### config.mk
export PLATFORM = sky130hd
export DESIGN_NAME = utf8_code_point_decoder
export DESIGN_NICKNAME = d
export VERILOG_FILES = /design/src/rtl/core/utf8d_pkg.sv /design/src/rtl/core/utf8_code_point_decoder.sv /design/src/rtl/core/utf8d_front.sv /design/src/rtl/core/utf8d_queue.sv /design/src/rtl/core/utf8d_back.sv
export SDC_FILE = /design/constraint.sdc
export NUM_CORES = 1
export LEC_CHECK = 0
export BUFFER_PORTS_ARGS = -buffer_cell sky130_fd_sc_hd__buf_2
export CAP_MARGIN = 15
export CORE_ASPECT_RATIO = 1.25
export CORE_MARGIN = 10
export CORE_UTILIZATION = 45
export DETAILED_ROUTE_END_ITERATION = 10
export PLACE_DENSITY_LB_ADDON = 0.3
export SYNTH_ARGS = -nofsm -noshare
export SYNTH_HDL_FRONTEND = slang
export SYNTH_HIERARCHICAL = 1
export SYNTH_SLANG_ARGS = --single-unit
### constraint.sdc
create_clock -name aclk -period 3.65 [get_ports aclk]
set_clock_uncertainty 0.2 [all_clocks]
set_input_delay 0.73 -clock aclk [delete_from_list [all_inputs] [get_ports aclk]]
set_output_delay 0.73 -clock aclk [all_outputs]
set_load 0.02 [all_outputs]
### src/rtl/core/utf8d_pkg.sv
package utf8d_pkg;

    // Default number of classified bytes held between front and back.
    localparam int QUEUE_DEPTH_DEF = 4;

    localparam int BYTE_W  = 8;
    localparam int CP_W    = 31;
    localparam int INDEX_W = 32;
    localparam int LEN_W   = 3;

    // Lead byte patterns of the original UTF-8 form.
    localparam logic [7:0] CONT_MASK  = 8'hc0;
    localparam logic [7:0] CONT_CODE  = 8'h80;
    localparam logic [7:0] LEAD2_MASK = 8'he0;
    localparam logic [7:0] LEAD2_CODE = 8'hc0;
    localparam logic [7:0] LEAD3_MASK = 8'hf0;
    localparam logic [7:0] LEAD3_CODE = 8'he0;
    localparam logic [7:0] LEAD4_MASK = 8'hf8;
    localparam logic [7:0] LEAD4_CODE = 8'hf0;
    localparam logic [7:0] LEAD5_MASK = 8'hfc;
    localparam logic [7:0] LEAD5_CODE = 8'hf8;
    localparam logic [7:0] LEAD6_MASK = 8'hfe;
    localparam logic [7:0] LEAD6_CODE = 8'hfc;

    localparam logic [5:0] CONT_BITS = 6'h3f;

    // Class of one text byte.
    typedef enum logic [1:0] {
        BK_CONT   = 2'd0,
        BK_SINGLE = 2'd1,
        BK_LEAD   = 2'd2
    } byte_kind_t;

    // One classified byte as it travels from front to back.
    typedef struct packed {
        byte_kind_t        kind;
        logic [LEN_W-1:0]  seq_len;
        logic [BYTE_W-1:0] data;
        logic              eot;
    } entry_t;

    // Classify a byte; lead bytes come back with their marker bits cleared.
    function automatic entry_t classify(input logic [BYTE_W-1:0] b, input logic eot);
        entry_t e;
        e.eot  = eot;
        e.data = b;
        e.kind = BK_LEAD;
        if ((b & CONT_MASK) == CONT_CODE) begin
            e.kind    = BK_CONT;
            e.seq_len = 3'd0;
            e.data    = b & {2'b00, CONT_BITS};
        end else if ((b & LEAD2_MASK) == LEAD2_CODE) begin
            e.seq_len = 3'd2;
            e.data    = b & ~LEAD2_MASK;
        end else if ((b & LEAD3_MASK) == LEAD3_CODE) begin
            e.seq_len = 3'd3;
            e.data    = b & ~LEAD3_MASK;
        end else if ((b & LEAD4_MASK) == LEAD4_CODE) begin
            e.seq_len = 3'd4;
            e.data    = b & ~LEAD4_MASK;
        end else if ((b & LEAD5_MASK) == LEAD5_CODE) begin
            e.seq_len = 3'd5;
            e.data    = b & ~LEAD5_MASK;
        end else if ((b & LEAD6_MASK) == LEAD6_CODE) begin
            e.seq_len = 3'd6;
            e.data    = b & ~LEAD6_MASK;
        end else begin
            e.kind    = BK_SINGLE;
            e.seq_len = 3'd1;
        end
        return e;
    endfunction

endpackage

### src/rtl/core/utf8_code_point_decoder.sv
// Channel   | Direction | Handshake          | Payload
// ----------+-----------+--------------------+---------------------------------------------
// s_        | in        | s_valid / s_ready  | s_text_byte[7:0], s_end_of_text
// m_        | out       | m_valid / m_ready  | m_code_point[30:0], m_char_index[31:0],
//           |           |                    | m_seq_bytes[2:0], m_dropped_partial
//
// One byte per clock is sustained while m_ready is high.
// An accepted byte passes through the queue before any result it completes is registered.
// The classify front and decode back are parted by a queue of QUEUE_DEPTH entries.
// Reset (aresetn, synchronous, active low) empties the queue and clears decoder state.
// A stalled result channel fills the queue; s_ready drops only when it is full.
module utf8_code_point_decoder #(
    parameter int QUEUE_DEPTH = utf8d_pkg::QUEUE_DEPTH_DEF
) (
    input  logic                             aclk,
    input  logic                             aresetn,
    input  logic                             s_valid,
    output logic                             s_ready,
    input  logic [utf8d_pkg::BYTE_W-1:0]     s_text_byte,
    input  logic                             s_end_of_text,
    output logic                             m_valid,
    input  logic                             m_ready,
    output logic [utf8d_pkg::CP_W-1:0]       m_code_point,
    output logic [utf8d_pkg::INDEX_W-1:0]    m_char_index,
    output logic [utf8d_pkg::LEN_W-1:0]      m_seq_bytes,
    output logic                             m_dropped_partial
);
    import utf8d_pkg::*;

    logic   push, queue_full, pop, queue_valid;
    entry_t push_entry, head_entry;

    utf8d_front u_front (
        .s_valid       (s_valid),
        .s_ready       (s_ready),
        .s_text_byte   (s_text_byte),
        .s_end_of_text (s_end_of_text),
        .push          (push),
        .push_entry    (push_entry),
        .queue_full    (queue_full)
    );

    utf8d_queue #(
        .DEPTH (QUEUE_DEPTH)
    ) u_queue (
        .aclk       (aclk),
        .aresetn    (aresetn),
        .push       (push),
        .push_entry (push_entry),
        .full       (queue_full),
        .pop        (pop),
        .not_empty  (queue_valid),
        .head_entry (head_entry)
    );

    utf8d_back u_back (
        .aclk              (aclk),
        .aresetn           (aresetn),
        .entry_valid       (queue_valid),
        .entry             (head_entry),
        .pop               (pop),
        .m_valid           (m_valid),
        .m_ready           (m_ready),
        .m_code_point      (m_code_point),
        .m_char_index      (m_char_index),
        .m_seq_bytes       (m_seq_bytes),
        .m_dropped_partial (m_dropped_partial)
    );

endmodule

### src/rtl/core/utf8d_front.sv
module utf8d_front (
    input  logic                            s_valid,
    output logic                            s_ready,
    input  logic [utf8d_pkg::BYTE_W-1:0]    s_text_byte,
    input  logic                            s_end_of_text,
    output logic                            push,
    output utf8d_pkg::entry_t               push_entry,
    input  logic                            queue_full
);
    import utf8d_pkg::*;

    // A byte is taken whenever the queue has room.
    assign s_ready    = !queue_full;
    assign push       = s_valid && !queue_full;
    assign push_entry = classify(s_text_byte, s_end_of_text);

endmodule

### src/rtl/core/utf8d_queue.sv
module utf8d_queue #(
    parameter int DEPTH = utf8d_pkg::QUEUE_DEPTH_DEF
) (
    input  logic              aclk,
    input  logic              aresetn,
    input  logic              push,
    input  utf8d_pkg::entry_t push_entry,
    output logic              full,
    input  logic              pop,
    output logic              not_empty,
    output utf8d_pkg::entry_t head_entry
);
    import utf8d_pkg::*;

    localparam int PTR_W = (DEPTH > 1) ? $clog2(DEPTH) : 1;
    localparam int CNT_W = $clog2(DEPTH + 1);
    localparam logic [PTR_W-1:0] LAST_PTR = PTR_W'(DEPTH - 1);

    entry_t           slot_reg [DEPTH];
    logic [PTR_W-1:0] wr_ptr_reg, wr_ptr_next;
    logic [PTR_W-1:0] rd_ptr_reg, rd_ptr_next;
    logic [CNT_W-1:0] count_reg, count_next;
    logic             do_push, do_pop;

    assign full       = (count_reg == CNT_W'(DEPTH));
    assign not_empty  = (count_reg != '0);
    assign head_entry = slot_reg[rd_ptr_reg];
    assign do_push    = push && !full;
    assign do_pop     = pop && not_empty;

    // Pointer and fill count update.
    always_comb begin
        wr_ptr_next = wr_ptr_reg;
        rd_ptr_next = rd_ptr_reg;
        count_next  = count_reg;
        if (do_push) begin
            wr_ptr_next = (wr_ptr_reg == LAST_PTR) ? '0 : wr_ptr_reg + 1'b1;
        end
        if (do_pop) begin
            rd_ptr_next = (rd_ptr_reg == LAST_PTR) ? '0 : rd_ptr_reg + 1'b1;
        end
        if (do_push && !do_pop) begin
            count_next = count_reg + 1'b1;
        end else if (do_pop && !do_push) begin
            count_next = count_reg - 1'b1;
        end
    end

    always_ff @(posedge aclk) begin
        if (!aresetn) begin
            wr_ptr_reg <= '0;
            rd_ptr_reg <= '0;
            count_reg  <= '0;
        end else begin
            wr_ptr_reg <= wr_ptr_next;
            rd_ptr_reg <= rd_ptr_next;
            count_reg  <= count_next;
        end
    end

    // Storage needs no reset.
    always_ff @(posedge aclk) begin
        if (do_push) begin
            slot_reg[wr_ptr_reg] <= push_entry;
        end
    end

endmodule

### src/rtl/core/utf8d_back.sv
module utf8d_back (
    input  logic                             aclk,
    input  logic                             aresetn,
    input  logic                             entry_valid,
    input  utf8d_pkg::entry_t                entry,
    output logic                             pop,
    output logic                             m_valid,
    input  logic                             m_ready,
    output logic [utf8d_pkg::CP_W-1:0]       m_code_point,
    output logic [utf8d_pkg::INDEX_W-1:0]    m_char_index,
    output logic [utf8d_pkg::LEN_W-1:0]      m_seq_bytes,
    output logic                             m_dropped_partial
);
    import utf8d_pkg::*;

    // Decoder state.
    logic [LEN_W-1:0]   remain_reg, remain_next;
    logic [LEN_W-1:0]   total_reg, total_next;
    logic [CP_W-1:0]    partial_reg, partial_next;
    logic [INDEX_W-1:0] counter_reg, counter_next;
    logic               drop_reg, drop_next;

    // Output register.
    logic               out_valid_reg, out_valid_next;
    logic [CP_W-1:0]    out_cp_reg, out_cp_next;
    logic [INDEX_W-1:0] out_idx_reg, out_idx_next;
    logic [LEN_W-1:0]   out_len_reg, out_len_next;
    logic               out_drop_reg, out_drop_next;

    logic               take;
    logic               emit;
    logic [CP_W-1:0]    shifted;

    // An entry is consumed when the output register is free or being drained.
    assign take    = entry_valid && (!out_valid_reg || m_ready);
    assign pop     = take;
    assign shifted = {partial_reg[CP_W-7:0], entry.data[5:0]};

    always_comb begin
        remain_next   = remain_reg;
        total_next    = total_reg;
        partial_next  = partial_reg;
        counter_next  = counter_reg;
        drop_next     = drop_reg;
        emit          = 1'b0;
        out_cp_next   = out_cp_reg;
        out_idx_next  = out_idx_reg;
        out_len_next  = out_len_reg;
        out_drop_next = out_drop_reg;

        if (take) begin
            case (entry.kind)
                BK_CONT: begin
                    // Continuation shifts in six bits; stray ones are ignored.
                    if (remain_reg != '0) begin
                        partial_next = shifted;
                        remain_next  = remain_reg - 1'b1;
                        if (remain_reg == LEN_W'(1)) begin
                            emit          = 1'b1;
                            out_cp_next   = shifted;
                            out_idx_next  = counter_reg - 1'b1;
                            out_len_next  = total_reg;
                            out_drop_next = drop_reg;
                            drop_next     = 1'b0;
                            total_next    = '0;
                        end
                    end
                end
                BK_SINGLE: begin
                    // Single-byte character completes at once.
                    emit          = 1'b1;
                    out_cp_next   = CP_W'(entry.data);
                    out_idx_next  = counter_reg;
                    out_len_next  = LEN_W'(1);
                    out_drop_next = (remain_reg != '0);
                    counter_next  = counter_reg + 1'b1;
                    remain_next   = '0;
                    total_next    = '0;
                    partial_next  = '0;
                    drop_next     = 1'b0;
                end
                BK_LEAD: begin
                    // Lead byte opens a new sequence, abandoning any open one.
                    drop_next    = (remain_reg != '0);
                    partial_next = CP_W'(entry.data);
                    remain_next  = entry.seq_len - 1'b1;
                    total_next   = entry.seq_len;
                    counter_next = counter_reg + 1'b1;
                end
                default: begin
                    remain_next = remain_reg;
                end
            endcase

            // End of text clears the decoder state after the result is formed.
            if (entry.eot) begin
                remain_next  = '0;
                total_next   = '0;
                partial_next = '0;
                drop_next    = 1'b0;
                counter_next = '0;
            end
        end

        // Output valid follows the handshake and new results.
        if (emit) begin
            out_valid_next = 1'b1;
        end else if (m_ready) begin
            out_valid_next = 1'b0;
        end else begin
            out_valid_next = out_valid_reg;
        end
    end

    always_ff @(posedge aclk) begin
        if (!aresetn) begin
            remain_reg    <= '0;
            total_reg     <= '0;
            partial_reg   <= '0;
            counter_reg   <= '0;
            drop_reg      <= 1'b0;
            out_valid_reg <= 1'b0;
        end else begin
            remain_reg    <= remain_next;
            total_reg     <= total_next;
            partial_reg   <= partial_next;
            counter_reg   <= counter_next;
            drop_reg      <= drop_next;
            out_valid_reg <= out_valid_next;
        end
    end

    // Result payload loads only with a new result.
    always_ff @(posedge aclk) begin
        if (emit) begin
            out_cp_reg   <= out_cp_next;
            out_idx_reg  <= out_idx_next;
            out_len_reg  <= out_len_next;
            out_drop_reg <= out_drop_next;
        end
    end

    assign m_valid           = out_valid_reg;
    assign m_code_point      = out_cp_reg;
    assign m_char_index      = out_idx_reg;
    assign m_seq_bytes       = out_len_reg;
    assign m_dropped_partial = out_drop_reg;

endmodule
==> out/qor.txt <==
drt initial violations -> 361
CTS tree -> built
largest net degree at the start of global routing -> 68
Resize count post-CTS -> 0
Avg Cell Area, Syn -> 11.9 µm²
clock period minus final worst setup slack -> 3.36 ns
clock-pin slew on the worst setup and hold paths -> 0.08 ns
Crit. End Element -> flop
Finished Layout Cells -> 1026
# H-tree levels -> 4
number of flip-flops in the largest register -> 56
total gr overflow -> 0
hpwl dp -> 11600 µm
Total Die Area -> 0.0249 mm²
area grow syn2layout -> 14.0%
post-route cell area -> 0.00971 mm²
Post-CTS Setup Inserts -> 0
final worst slack -> 0.292 ns
worst skew pair latency -> 0.43 ns
status -> complete, no violations
DR pass1 iterations -> 5
CP top delay family -> buffers and inverters
layout cell share with drive strength beyond 1 -> 20.8%
Distinct cells, synth -> 59
placed cell count -> 994
Yosys Warn Count -> 6
vias per inst -> 5.43
Least-Margin Pin Slew -> 1.10 ns
# port buffers -> 81
Slowest cell on crit path -> mux4_2
dpl ws -> 0.121 ns
RSZ-0062 raised after global routing -> no
hold crit path type -> flop to flop
Setup violations, final -> 0
Leakage -> 3.44 nW
synthesis-stage register bit count -> 197
post-layout util -> 51.9%
Syn Inst Count -> 714
GPL Wtd Cong -> 0.860
Area contributors post-synth -> edfxtp_1 (43%), dfxtp_1 (17%), mux4_2 (3.7%), a21oi_1 (3.1%), nand2_1 (2.6%)
CP max FO -> 31
cts bufs inserted -> 17
crit share post-route -> 92.0%
Net Count, Synth -> 743
DRC -> 0
Routed Antenna Nets -> 0
initial antenna violation count -> 0
buffering stage count on the worst path with inverters included -> 4
PD cells -> 776 mW/mm²
Final Hold Vio Count -> 0
register area -> 0.00517 mm²
clock sink total -> 197
drt total wl -> 16600 µm
fillcell total -> 1549
Nets -> 810
number of synthesized flops with an enable pin -> 123
gr usage total -> 13.4%
Critical Path RT -> 3.80 ns
WL per Instance -> 16.1 µm
CP Data Arrival Time -> 3.51 ns
CORE AREA -> 0.0187 mm²
Synth area leader -> edfxtp_1
Max-Cap Viols -> 0
post-synthesis sequential area ratio -> 60.8%
Post-synth ARST share -> 0%
peak supply drop -> 0.000407 V
first-pass GRT wire length -> 27200 µm
top_reg_cell synth -> edfxtp_1
vias in the first global route -> 5556
critical path class -> flop to flop
hold_ws -> 0.250 ns
Synth top area share -> 43.4%
CP startpoint kind -> flop
Root Buffer -> clkbuf_16
CP most frequent cell -> buf_6
Die Height -> 174 µm
Placement Cell Area -> 0.00909 mm²
Mapped Area -> 0.00852 mm²
crit-path cells -> buf_6 -> mux4_2 -> inv_1 -> ha_1 -> buf_6 -> nor3_1 -> a21oi_1 -> o21a_1 -> buf_4 -> a31oi_1 -> a311oi_1
Starting Density -> 45.5%
num rows -> 56
Pwr Total -> 7.54 mW
clk buf depth -> 2
Slew Limit Fails -> 0
worst slew margin relative to its limit -> 26.3%
Die Wd -> 143 µm
CP max stage delay -> 0.54 ns
routed vias -> 5567
# diodes -> 0
CTS hold repair buffers -> 0
Fmax achieved -> 298 MHz
area of the multi-input gates -> 0.00302 mm²
setup tns final -> 0 ns
# IOs -> 82
-- path summary, 6_finish.rpt --
path,depth (start not counted),from,slack (ns),end
max,11,flop,0.29,u_back/remain_reg[0]
min,2,u_back/partial_reg[22],0.25,u_back/partial_reg[22]
max reg2reg,11,flop,0.29,u_back/remain_reg[0]
min reg2reg,2,u_back/partial_reg[22],0.25,u_back/partial_reg[22]
-- routing by layer --
layer | part of all wire (%) | GRT usage [%]
met4 | 1.7 | 5.25
met3 | 5.6 | 3.37
met2 | 52 | 23.5
met5 | 0 | 0
met1 | 40 | 15.3
-- placed cells by master (no fill, tap or decap), drive strengths merged, types with 2 or more instances in the layout --
| master | netlist | final |
|---|---|---|
| clkinv | 0 | 3 |
| ha | 15 | 15 |
| nor2 | 34 | 34 |
| nand2 | 60 | 60 |
| o21ai | 24 | 24 |
| or2 | 5 | 5 |
| clkbuf | 28 | 17 |
| nor2b | 33 | 33 |
| mux2 | 2 | 2 |
| nand4 | 13 | 13 |
| inv | 29 | 41 |
| a31oi | 6 | 6 |
| a21oi | 53 | 53 |
| o31ai | 4 | 4 |
| or4 | 7 | 7 |
| nor3b | 3 | 3 |
| nor3 | 10 | 10 |
| and2 | 8 | 8 |
| nor4 | 13 | 13 |
| mux2i | 5 | 5 |
| nand3b | 3 | 3 |
| or3 | 22 | 22 |
| a22o | 4 | 4 |
| nand4b | 2 | 2 |
| dfxtp | 74 | 74 |
| edfxtp | 123 | 123 |
| mux4 | 14 | 14 |
| nand3 | 43 | 43 |
| and3 | 3 | 3 |
| buf | 16 | 92 |
| xor2 | 22 | 22 |
| nand2b | 3 | 3 |
| xnor2 | 21 | 21 |
-- cell usage after synthesis (all sizes together) (14+ instances only) --
cell / n
edfxtp: 123
dfxtp: 74
nand2: 60
a21oi: 53
nand3: 43
nor2: 34
nor2b: 33
inv: 29
clkbuf: 28
o21ai: 24
or3: 22
xor2: 22
xnor2: 21
buf: 16
ha: 15
mux4: 14
-- report_power, final --
part	switching, mW	internal (mW)
logic	1.70	0.928
registers	0.137	2.90
clock network	0.930	0.944
total	2.76	4.77
-- worst reg2reg max path: stages, from the launching register on --
cell and delay [ns]:
dfxtp_1 0.37, buf_6 0.23, mux4_2 0.55, inv_1 0.10, ha_1 0.33, buf_6 0.28, nor3_1 0.11, a21oi_1 0.23
o21a_1 0.16, buf_4 0.29, a31oi_1 0.15, a311oi_1 0.27
-- logic make-up after synthesis --
kind of cell / Yosys count / share of synthesized area, %
muxes: 21 / 4.55
buffers and inverters: 73 / 3.86
adders and majority gates: 16 / 2.44
and+or+nand+nor: 266 / 17.5
DFF: 197 / 60.8
AOI/OAI and AO/OA: 98 / 6.42
xor gates and xnor gates: 43 / 4.42
-- final cells by class --
class / instances / share of cell area, %
clock buffer: 17 / 4.38
clock inverter: 15 / 1.87
inverter: 29 / 1.12
multi-input combinational: 444 / 31.1
sequential: 197 / 53.3
tap: 232 / 2.99
timing repair buffer: 92 / 5.23
(Power assumes the default switching activity.)
